File: src/sv/dset_pkg.sv
// Shared types and codes for the duration sorted event table.
package dset_pkg;

    localparam int KEY_W = 16;
    localparam int DUR_W = 16;

    localparam logic [1:0] OP_ADD    = 2'd0;
    localparam logic [1:0] OP_QUERY  = 2'd1;
    localparam logic [1:0] OP_DELETE = 2'd2;

    localparam logic [1:0] STATUS_OK        = 2'd0;
    localparam logic [1:0] STATUS_DUPLICATE = 2'd1;
    localparam logic [1:0] STATUS_NOT_FOUND = 2'd2;
    localparam logic [1:0] STATUS_FULL      = 2'd3;

    typedef enum logic
    {
        ST_IDLE,
        ST_APPLY
    } state_t;

    // Per-cycle commands broadcast to every cell of the chain.
    typedef struct packed
    {
        logic capture;
        logic ins;
        logic del;
    } cell_ctl_t;

endpackage

File: src/sv/dset_cell.sv
// One slot of the sorted table: compares against the request and shifts with its neighbors.
module dset_cell
(
    input  logic                      clk,
    input  logic                      rst_n,
    input  dset_pkg::cell_ctl_t       ctl,
    input  logic [dset_pkg::KEY_W-1:0] cmp_key,
    input  logic [dset_pkg::DUR_W-1:0] cmp_dur,
    input  logic [dset_pkg::KEY_W-1:0] new_key,
    input  logic [dset_pkg::DUR_W-1:0] new_dur,
    input  logic [dset_pkg::KEY_W-1:0] left_key,
    input  logic [dset_pkg::DUR_W-1:0] left_dur,
    input  logic                      left_valid,
    input  logic                      left_le,
    input  logic [dset_pkg::KEY_W-1:0] right_key,
    input  logic [dset_pkg::DUR_W-1:0] right_dur,
    input  logic                      right_valid,
    input  logic                      hit_in,
    output logic [dset_pkg::KEY_W-1:0] key,
    output logic [dset_pkg::DUR_W-1:0] dur,
    output logic                      valid,
    output logic                      le,
    output logic                      match,
    output logic                      hit_out
);

    logic [dset_pkg::KEY_W-1:0] key_reg, key_next;
    logic [dset_pkg::DUR_W-1:0] dur_reg, dur_next;
    logic                       valid_reg, valid_next;
    logic                       match_reg, match_next;
    logic                       le_reg, le_next;

    always_comb
    begin
        key_next   = key_reg;
        dur_next   = dur_reg;
        valid_next = valid_reg;
        match_next = match_reg;
        le_next    = le_reg;
        if (ctl.capture)
        begin
            match_next = valid_reg && (key_reg == cmp_key);
            le_next    = valid_reg && (dur_reg <= cmp_dur);
        end
        else if (ctl.ins)
        begin
            // cells holding shorter or equal durations stay; the first other one takes the new entry
            if (!le_reg)
            begin
                valid_next = left_valid;
                if (left_le)
                begin
                    key_next = new_key;
                    dur_next = new_dur;
                end
                else
                begin
                    key_next = left_key;
                    dur_next = left_dur;
                end
            end
        end
        else if (ctl.del)
        begin
            if (hit_in || match_reg)
            begin
                key_next   = right_key;
                dur_next   = right_dur;
                valid_next = right_valid;
            end
        end
    end

    always_ff @(posedge clk)
    begin
        key_reg <= key_next;
        dur_reg <= dur_next;
    end

    always_ff @(posedge clk or negedge rst_n)
    begin
        if (!rst_n)
        begin
            valid_reg <= 1'b0;
            match_reg <= 1'b0;
            le_reg    <= 1'b0;
        end
        else
        begin
            valid_reg <= valid_next;
            match_reg <= match_next;
            le_reg    <= le_next;
        end
    end

    assign key     = key_reg;
    assign dur     = dur_reg;
    assign valid   = valid_reg;
    assign le      = le_reg;
    assign match   = match_reg;
    assign hit_out = hit_in || match_reg;

endmodule

File: src/sv/duration_sorted_event_table.sv
// Top level of the duration sorted event table: request control, cell chain and result register.
//
// Requests arrive on the in channel (op, event_key, duration) with in_valid/in_stall.
// op add inserts an entry behind all entries of equal or smaller duration, query
// reports a key's duration, delete removes the key and closes the gap.
// One result per request leaves on the out channel with out_valid/out_stall.
// Each request runs through the idle and apply states: the transfer cycle lets every cell
// compare its key and duration, then the apply state shifts the chain and loads the result
// register. A new request is taken only after the result register has been loaded.
// in_stall is high during the shift cycle. If a result still waits under out_stall,
// the shift cycle is held (and in_stall stays high) until the result is taken.
// Reset clears all valid bits and the entry count; no clearing pass is needed.
module duration_sorted_event_table
#(
    parameter int TABLE_DEPTH = 16,
    localparam int CW = $clog2(TABLE_DEPTH + 1)
)
(
    input  logic                       clk,
    input  logic                       rst_n,
    input  logic                       in_valid,
    output logic                       in_stall,
    input  logic [1:0]                 op,
    input  logic [dset_pkg::KEY_W-1:0] event_key,
    input  logic [dset_pkg::DUR_W-1:0] duration,
    output logic                       out_valid,
    input  logic                       out_stall,
    output logic [1:0]                 status,
    output logic                       found,
    output logic [dset_pkg::DUR_W-1:0] found_duration,
    output logic [CW-1:0]              entry_count
);

    dset_pkg::state_t state_reg, state_next;
    dset_pkg::cell_ctl_t ctl;

    logic [1:0]                 op_reg;
    logic [dset_pkg::KEY_W-1:0] key_reg;
    logic [dset_pkg::DUR_W-1:0] dur_reg;
    logic [CW-1:0]              count_reg, count_next;

    logic                       out_valid_reg, out_valid_next;
    logic [1:0]                 status_reg, status_next;
    logic                       found_reg, found_next;
    logic [dset_pkg::DUR_W-1:0] fdur_reg, fdur_next;

    logic [dset_pkg::KEY_W-1:0] cell_key [TABLE_DEPTH];
    logic [dset_pkg::DUR_W-1:0] cell_dur [TABLE_DEPTH];
    logic [TABLE_DEPTH-1:0]     cell_valid;
    logic [TABLE_DEPTH-1:0]     cell_le;
    logic [TABLE_DEPTH-1:0]     cell_match;
    logic [TABLE_DEPTH:0]       hit_chain;

    logic                       accept;
    logic                       load;
    logic                       any_match;
    logic                       full;
    logic [dset_pkg::DUR_W-1:0] match_dur;

    assign accept    = in_valid && (state_reg == dset_pkg::ST_IDLE);
    assign load      = (state_reg == dset_pkg::ST_APPLY) && !(out_valid_reg && out_stall);
    assign any_match = |cell_match;
    assign full      = (count_reg == CW'(TABLE_DEPTH));

    always_comb
    begin
        match_dur = '0;
        for (int i = 0; i < TABLE_DEPTH; i++)
        begin
            match_dur = match_dur | (cell_match[i] ? cell_dur[i] : '0);
        end
    end

    always_ff @(posedge clk or negedge rst_n)
    begin
        if (!rst_n)
        begin
            state_reg <= dset_pkg::ST_IDLE;
        end
        else
        begin
            state_reg <= state_next;
        end
    end

    always_comb
    begin
        state_next     = state_reg;
        ctl            = '0;
        count_next     = count_reg;
        status_next    = status_reg;
        found_next     = found_reg;
        fdur_next      = fdur_reg;
        out_valid_next = out_valid_reg && out_stall;
        in_stall       = 1'b1;
        unique case (state_reg)
            dset_pkg::ST_IDLE:
            begin
                in_stall    = 1'b0;
                ctl.capture = in_valid;
                if (accept)
                begin
                    state_next = dset_pkg::ST_APPLY;
                end
            end
            dset_pkg::ST_APPLY:
            begin
                if (load)
                begin
                    state_next     = dset_pkg::ST_IDLE;
                    out_valid_next = 1'b1;
                    status_next    = dset_pkg::STATUS_OK;
                    found_next     = 1'b0;
                    fdur_next      = '0;
                    priority if (op_reg == dset_pkg::OP_ADD)
                    begin
                        if (any_match)
                        begin
                            status_next = dset_pkg::STATUS_DUPLICATE;
                        end
                        else if (full)
                        begin
                            status_next = dset_pkg::STATUS_FULL;
                        end
                        else
                        begin
                            ctl.ins    = 1'b1;
                            count_next = count_reg + 1'b1;
                        end
                    end
                    else if (op_reg == dset_pkg::OP_QUERY || op_reg == dset_pkg::OP_DELETE)
                    begin
                        if (any_match)
                        begin
                            found_next = 1'b1;
                            fdur_next  = match_dur;
                            if (op_reg == dset_pkg::OP_DELETE)
                            begin
                                ctl.del    = 1'b1;
                                count_next = count_reg - 1'b1;
                            end
                        end
                        else
                        begin
                            status_next = dset_pkg::STATUS_NOT_FOUND;
                        end
                    end
                    else
                    begin
                        // unused op code: no change
                        status_next = dset_pkg::STATUS_OK;
                    end
                end
            end
            default:
            begin
                state_next = dset_pkg::ST_IDLE;
            end
        endcase
    end

    always_ff @(posedge clk)
    begin
        if (accept)
        begin
            op_reg  <= op;
            key_reg <= event_key;
            dur_reg <= duration;
        end
        status_reg <= status_next;
        found_reg  <= found_next;
        fdur_reg   <= fdur_next;
    end

    always_ff @(posedge clk or negedge rst_n)
    begin
        if (!rst_n)
        begin
            count_reg     <= '0;
            out_valid_reg <= 1'b0;
        end
        else
        begin
            count_reg     <= count_next;
            out_valid_reg <= out_valid_next;
        end
    end

    assign hit_chain[0] = 1'b0;

    for (genvar g = 0; g < TABLE_DEPTH; g++)
    begin : g_cell
        logic [dset_pkg::KEY_W-1:0] l_key, r_key;
        logic [dset_pkg::DUR_W-1:0] l_dur, r_dur;
        logic                       l_valid, l_le, r_valid;

        if (g == 0)
        begin : g_first
            // the head cell always sees an occupied, shorter neighbor on its left
            assign l_key   = key_reg;
            assign l_dur   = dur_reg;
            assign l_valid = 1'b1;
            assign l_le    = 1'b1;
        end
        else
        begin : g_mid_l
            assign l_key   = cell_key[g-1];
            assign l_dur   = cell_dur[g-1];
            assign l_valid = cell_valid[g-1];
            assign l_le    = cell_le[g-1];
        end

        if (g == TABLE_DEPTH - 1)
        begin : g_last
            assign r_key   = cell_key[g];
            assign r_dur   = cell_dur[g];
            assign r_valid = 1'b0;
        end
        else
        begin : g_mid_r
            assign r_key   = cell_key[g+1];
            assign r_dur   = cell_dur[g+1];
            assign r_valid = cell_valid[g+1];
        end

        dset_cell u_cell
        (
            .clk         (clk),
            .rst_n       (rst_n),
            .ctl         (ctl),
            .cmp_key     (event_key),
            .cmp_dur     (duration),
            .new_key     (key_reg),
            .new_dur     (dur_reg),
            .left_key    (l_key),
            .left_dur    (l_dur),
            .left_valid  (l_valid),
            .left_le     (l_le),
            .right_key   (r_key),
            .right_dur   (r_dur),
            .right_valid (r_valid),
            .hit_in      (hit_chain[g]),
            .key         (cell_key[g]),
            .dur         (cell_dur[g]),
            .valid       (cell_valid[g]),
            .le          (cell_le[g]),
            .match       (cell_match[g]),
            .hit_out     (hit_chain[g+1])
        );
    end

    assign out_valid      = out_valid_reg;
    assign status         = status_reg;
    assign found          = found_reg;
    assign found_duration = fdur_reg;
    assign entry_count    = count_reg;

    a_ins_del_excl: assert property (@(posedge clk) disable iff (!rst_n)
        !(ctl.ins && ctl.del))
        else $error("insert and delete in the same cycle");

    a_valid_count: assert property (@(posedge clk) disable iff (!rst_n)
        $countones(cell_valid) == int'(count_reg))
        else $error("valid bits disagree with entry count");

    a_key_unique: assert property (@(posedge clk) disable iff (!rst_n)
        (state_reg == dset_pkg::ST_APPLY) |-> $onehot0(cell_match))
        else $error("key held in more than one cell");

    a_del_count: assert property (@(posedge clk) disable iff (!rst_n)
        ctl.del |=> (count_reg + 1'b1 == $past(count_reg)))
        else $error("delete did not drop the count by one");

endmodule

File: config.mk
export PLATFORM = sky130hd
export DESIGN_NAME = duration_sorted_event_table
export DESIGN_NICKNAME = d
export VERILOG_FILES = /design/src/sv/dset_pkg.sv /design/src/sv/dset_cell.sv /design/src/sv/duration_sorted_event_table.sv
export SDC_FILE = /design/constraint.sdc
export NUM_CORES = 2
export LEC_CHECK = 0
export BUFFER_PORTS_ARGS = -buffer_cell sky130_fd_sc_hd__buf_2
export CORE_MARGIN = 4
export CORE_UTILIZATION = 58
export DETAILED_ROUTE_END_ITERATION = 7
export GPL_TIMING_DRIVEN = 1
export PLACE_DENSITY = 0.77
export SYNTH_ARGS = -nofsm -noshare
export SYNTH_HDL_FRONTEND = slang
export SYNTH_SLANG_ARGS = --single-unit
File: constraint.sdc
create_clock -name clk -period 5.7 [get_ports clk]
set_clock_uncertainty 0.2 [all_clocks]
set_input_delay 1.425 -clock clk [delete_from_list [all_inputs] [get_ports clk]]
set_output_delay 1.425 -clock clk [all_outputs]
set_load 0.03 [all_outputs]
==> flow_summary.yaml <==
placed_design:
  post-place-ws_ns: 0.9333
  place.gp.congestion: 1.028
  numPortBuffers: 63
  post-dp-hpwl_um: 98540
  place_area_um2: 40860
drt:
  vias: 33320
  initialDrtViolationCount: 5185
  vias_per_cell: 7.122
  post_drt_wl_per_cell_um: 31.30
  ant_nets: 0
  drt_wl_total_um: 146400
  drc: 0
  dr.pass1.iters: 6
floorplanning:
  dieArea_um2: 72520
  fp-row-count: 95
  coreArea_um2: 67400
  die_y_um: 269.3
  initial_core_util_pct: 58.76
  die_w_um: 269.3
  io_pins: 64
setup_path:
  max_stage_delay_ns: 0.78
  cp_top_family: "buffers and inverters"
  reg2regPathDepth: 7
  cp-start-kind: "register"
  critical_path_arrival_ns: 4.78
  r2r-end: "g_cell[3].u_cell.key[1]"
  critPathRequiredTime_ns: 5.96
  rrSetupSlack_ns: 1.18
  path_class: "register to register"
  path_common_cell: "buf_4"
  worstSetupEndpointType: "register"
  cp.buffers_inverters: 2
  cp_slowest_cell: "o211ai_1"
  path_cells: "or3_1 > o211ai_1 > or3_4 > buf_4 > buf_4 > nand2_1 > o21ai_1"
  r2r_start: "entry_count[0]"
  critPathMaxFanout: 75
timing:
  drv_slew: 0
  setup-tns-final_ns: 0
  fmax_mhz: 221.2
  min_period_ns: 4.520
  worstMarginPinSlew_ns: 1.274
  setup-violations-final: 0
  relSlewSlack_pct: 14.75
  finalCritPeriodShare_pct: 79.30
  rsz0062_at_grt: "false"
  fin_ws_ns: 1.180
  hold_violations: 0
run_status:
  status: "completed"
synthesis:
  ys_seq_area_share_pct: 46.32
  synth_top_area_cell: "edfxtp_1"
  ys_types: 60
  synth_top_area_share_pct: 42.84
  ys_async_sr_fraction_pct: 8.871
  syn-num-nets: 4107
  synthFlopType: "edfxtp_1"
  synth_area_leaders: "edfxtp_1 43%, mux2i_1 11%, ha_1 8.3%"
  postSynthAreaPerCell_um2: 10.40
  syn-instance-count: 3806
  synth_edf_count: 565
  synthesis.area_um2: 39600
  yosysWarnings: 0
  synth_seq_cells: 620
clocking:
  clock-sinks: 620
  cts_tree: "built"
  cts-root-buf: "clkbuf_16"
  cts_hold_buf: 0
  cts_resized: 0
  clkSlewWorstSetupHoldPaths_ns: 0.06
  h-tree-depth: 3
  cts_buffer_depth: 3
  clock_latency_ns: 0.65
  cts_inserted_buffers: 71
  cts_setup_buffers: 0
pwr:
  design_power_total_mw: 14.56
  cellPowerDensity_nw_per_um2: 336.8
  ir_drop_v: 0.0003072
  leakage_nw: 16.62
global_route:
  grt_max_degree: 200
  grt.total_usage_pct: 38.89
  antenna_found_initial: 2
  grt_pass1_wl_um: 212100
  grt_pass1_vias: 31980
  gr-total-overflow: 0
finish:
  area_growth_pct: 9.134
  final_util_pct: 64.12
  nNetsFinal: 4047
  drive_gt1_share_pct: 8.517
  mostFrequentLayoutCells: "613 x nand2_1, 565 x edfxtp_1, 453 x mux2i_1"
  final_cell_area_um2: 43220
  layout_commonest_cell: "nand2_1"
min_path:
  hold_start: "entry_count[4]"
  min_path_type: "register to register"
  min_path_cells: 1
  hold_path_end: "entry_count[4]"
job:
  drv_cap: 0
## final cells by class
class / count / area (um2)
fillers: 5312 / 24180
multi-input cells: 2859 / 20170
flip-flops and latches: 620 / 18360
clock buffers: 101 / 2022
well taps: 873 / 1092
repair buffers: 143 / 1041
clock inverters: 30 / 334.1
inverters: 51 / 191.4
diodes: 2 / 5.005
## cell families (layout without fill, tap and decap cells)
logic type      after synthesis  count (layout)  synth area share, %
simple gates                976             976                10.70
compound gates              867             867                13.06
flops                       620             620                46.32
mux                         492             492                12.56
buf+inv                     327             325                3.258
fa+ha+maj                   263             263                8.329
xor+xnor                    261             261                5.773
other cells                   0               2                    0
## routing by layer
layer	vias to the layer above	global-route usage, %	wire length [um]
li1	13970	-	-
met1	15930	47.80	49600
met2	2710	58.46	62970
met3	721	10.69	19590
met4	0	29.77	14280
met5	-	0	0
## power by group
part           internal, mW  switching (mW)
logic                  1.43            2.31
registers              5.41           0.666
clock network          2.72            2.02
total                  9.57            4.99
## stage by stage
step	cells	hold slack (ns)
after floorplan	3806	0.2827
after global placement	4546	0.2802
after detailed placement	4546	0.2937
after CTS	4677	0.3062
after global routing	4678	0.3338
final	4679	0.3037
## cells in the mapped netlist (4+ instances only)
cell type,number
o31a_1,4
xnor2_1,174
nor3_1,51
nor4_1,23
xor2_1,87
clkbuf_1,213
o21ai_0,45
nand4_1,97
o21ai_1,460
dfrtp_1,55
o221ai_1,5
a22oi_1,88
nand2b_1,5
a2111oi_0,11
buf_1,18
ha_1,262
a31oi_1,11
nand3_1,47
inv_1,51
a32o_1,11
o31ai_1,5
a211o_1,5
or4_1,6
buf_2,44
o2111ai_1,4
mux2_1,5
nand2_1,613
mux2_2,34
nor2b_1,21
a21oi_1,78
a211oi_1,11
nor2_1,98
o211ai_1,14
mux2i_1,453
o32ai_1,4
edfxtp_1,565
a22o_1,28
o21a_1,24
a21o_1,27
a221oi_1,20
## how the worst max path moves through the flow
| stage | start | end | slack [ns] | depth (start not counted) |
|---|---|---|---|---|
| after floorplan | out_stall | g_cell[9].u_cell.dur[0] | -0.12 | 6 |
| after detailed placement | out_stall | g_cell[11].u_cell.dur[8] | 0.93 | 6 |
| after CTS | entry_count[0] | g_cell[3].u_cell.key[1] | 1.33 | 7 |
| final | entry_count[0] | g_cell[3].u_cell.key[1] | 1.18 | 7 |
| after global routing | entry_count[0] | g_cell[3].u_cell.key[1] | 1.10 | 7 |
| after global placement | out_stall | g_cell[11].u_cell.dur[8] | 1.00 | 6 |
Power figures use the tool's default switching activity.
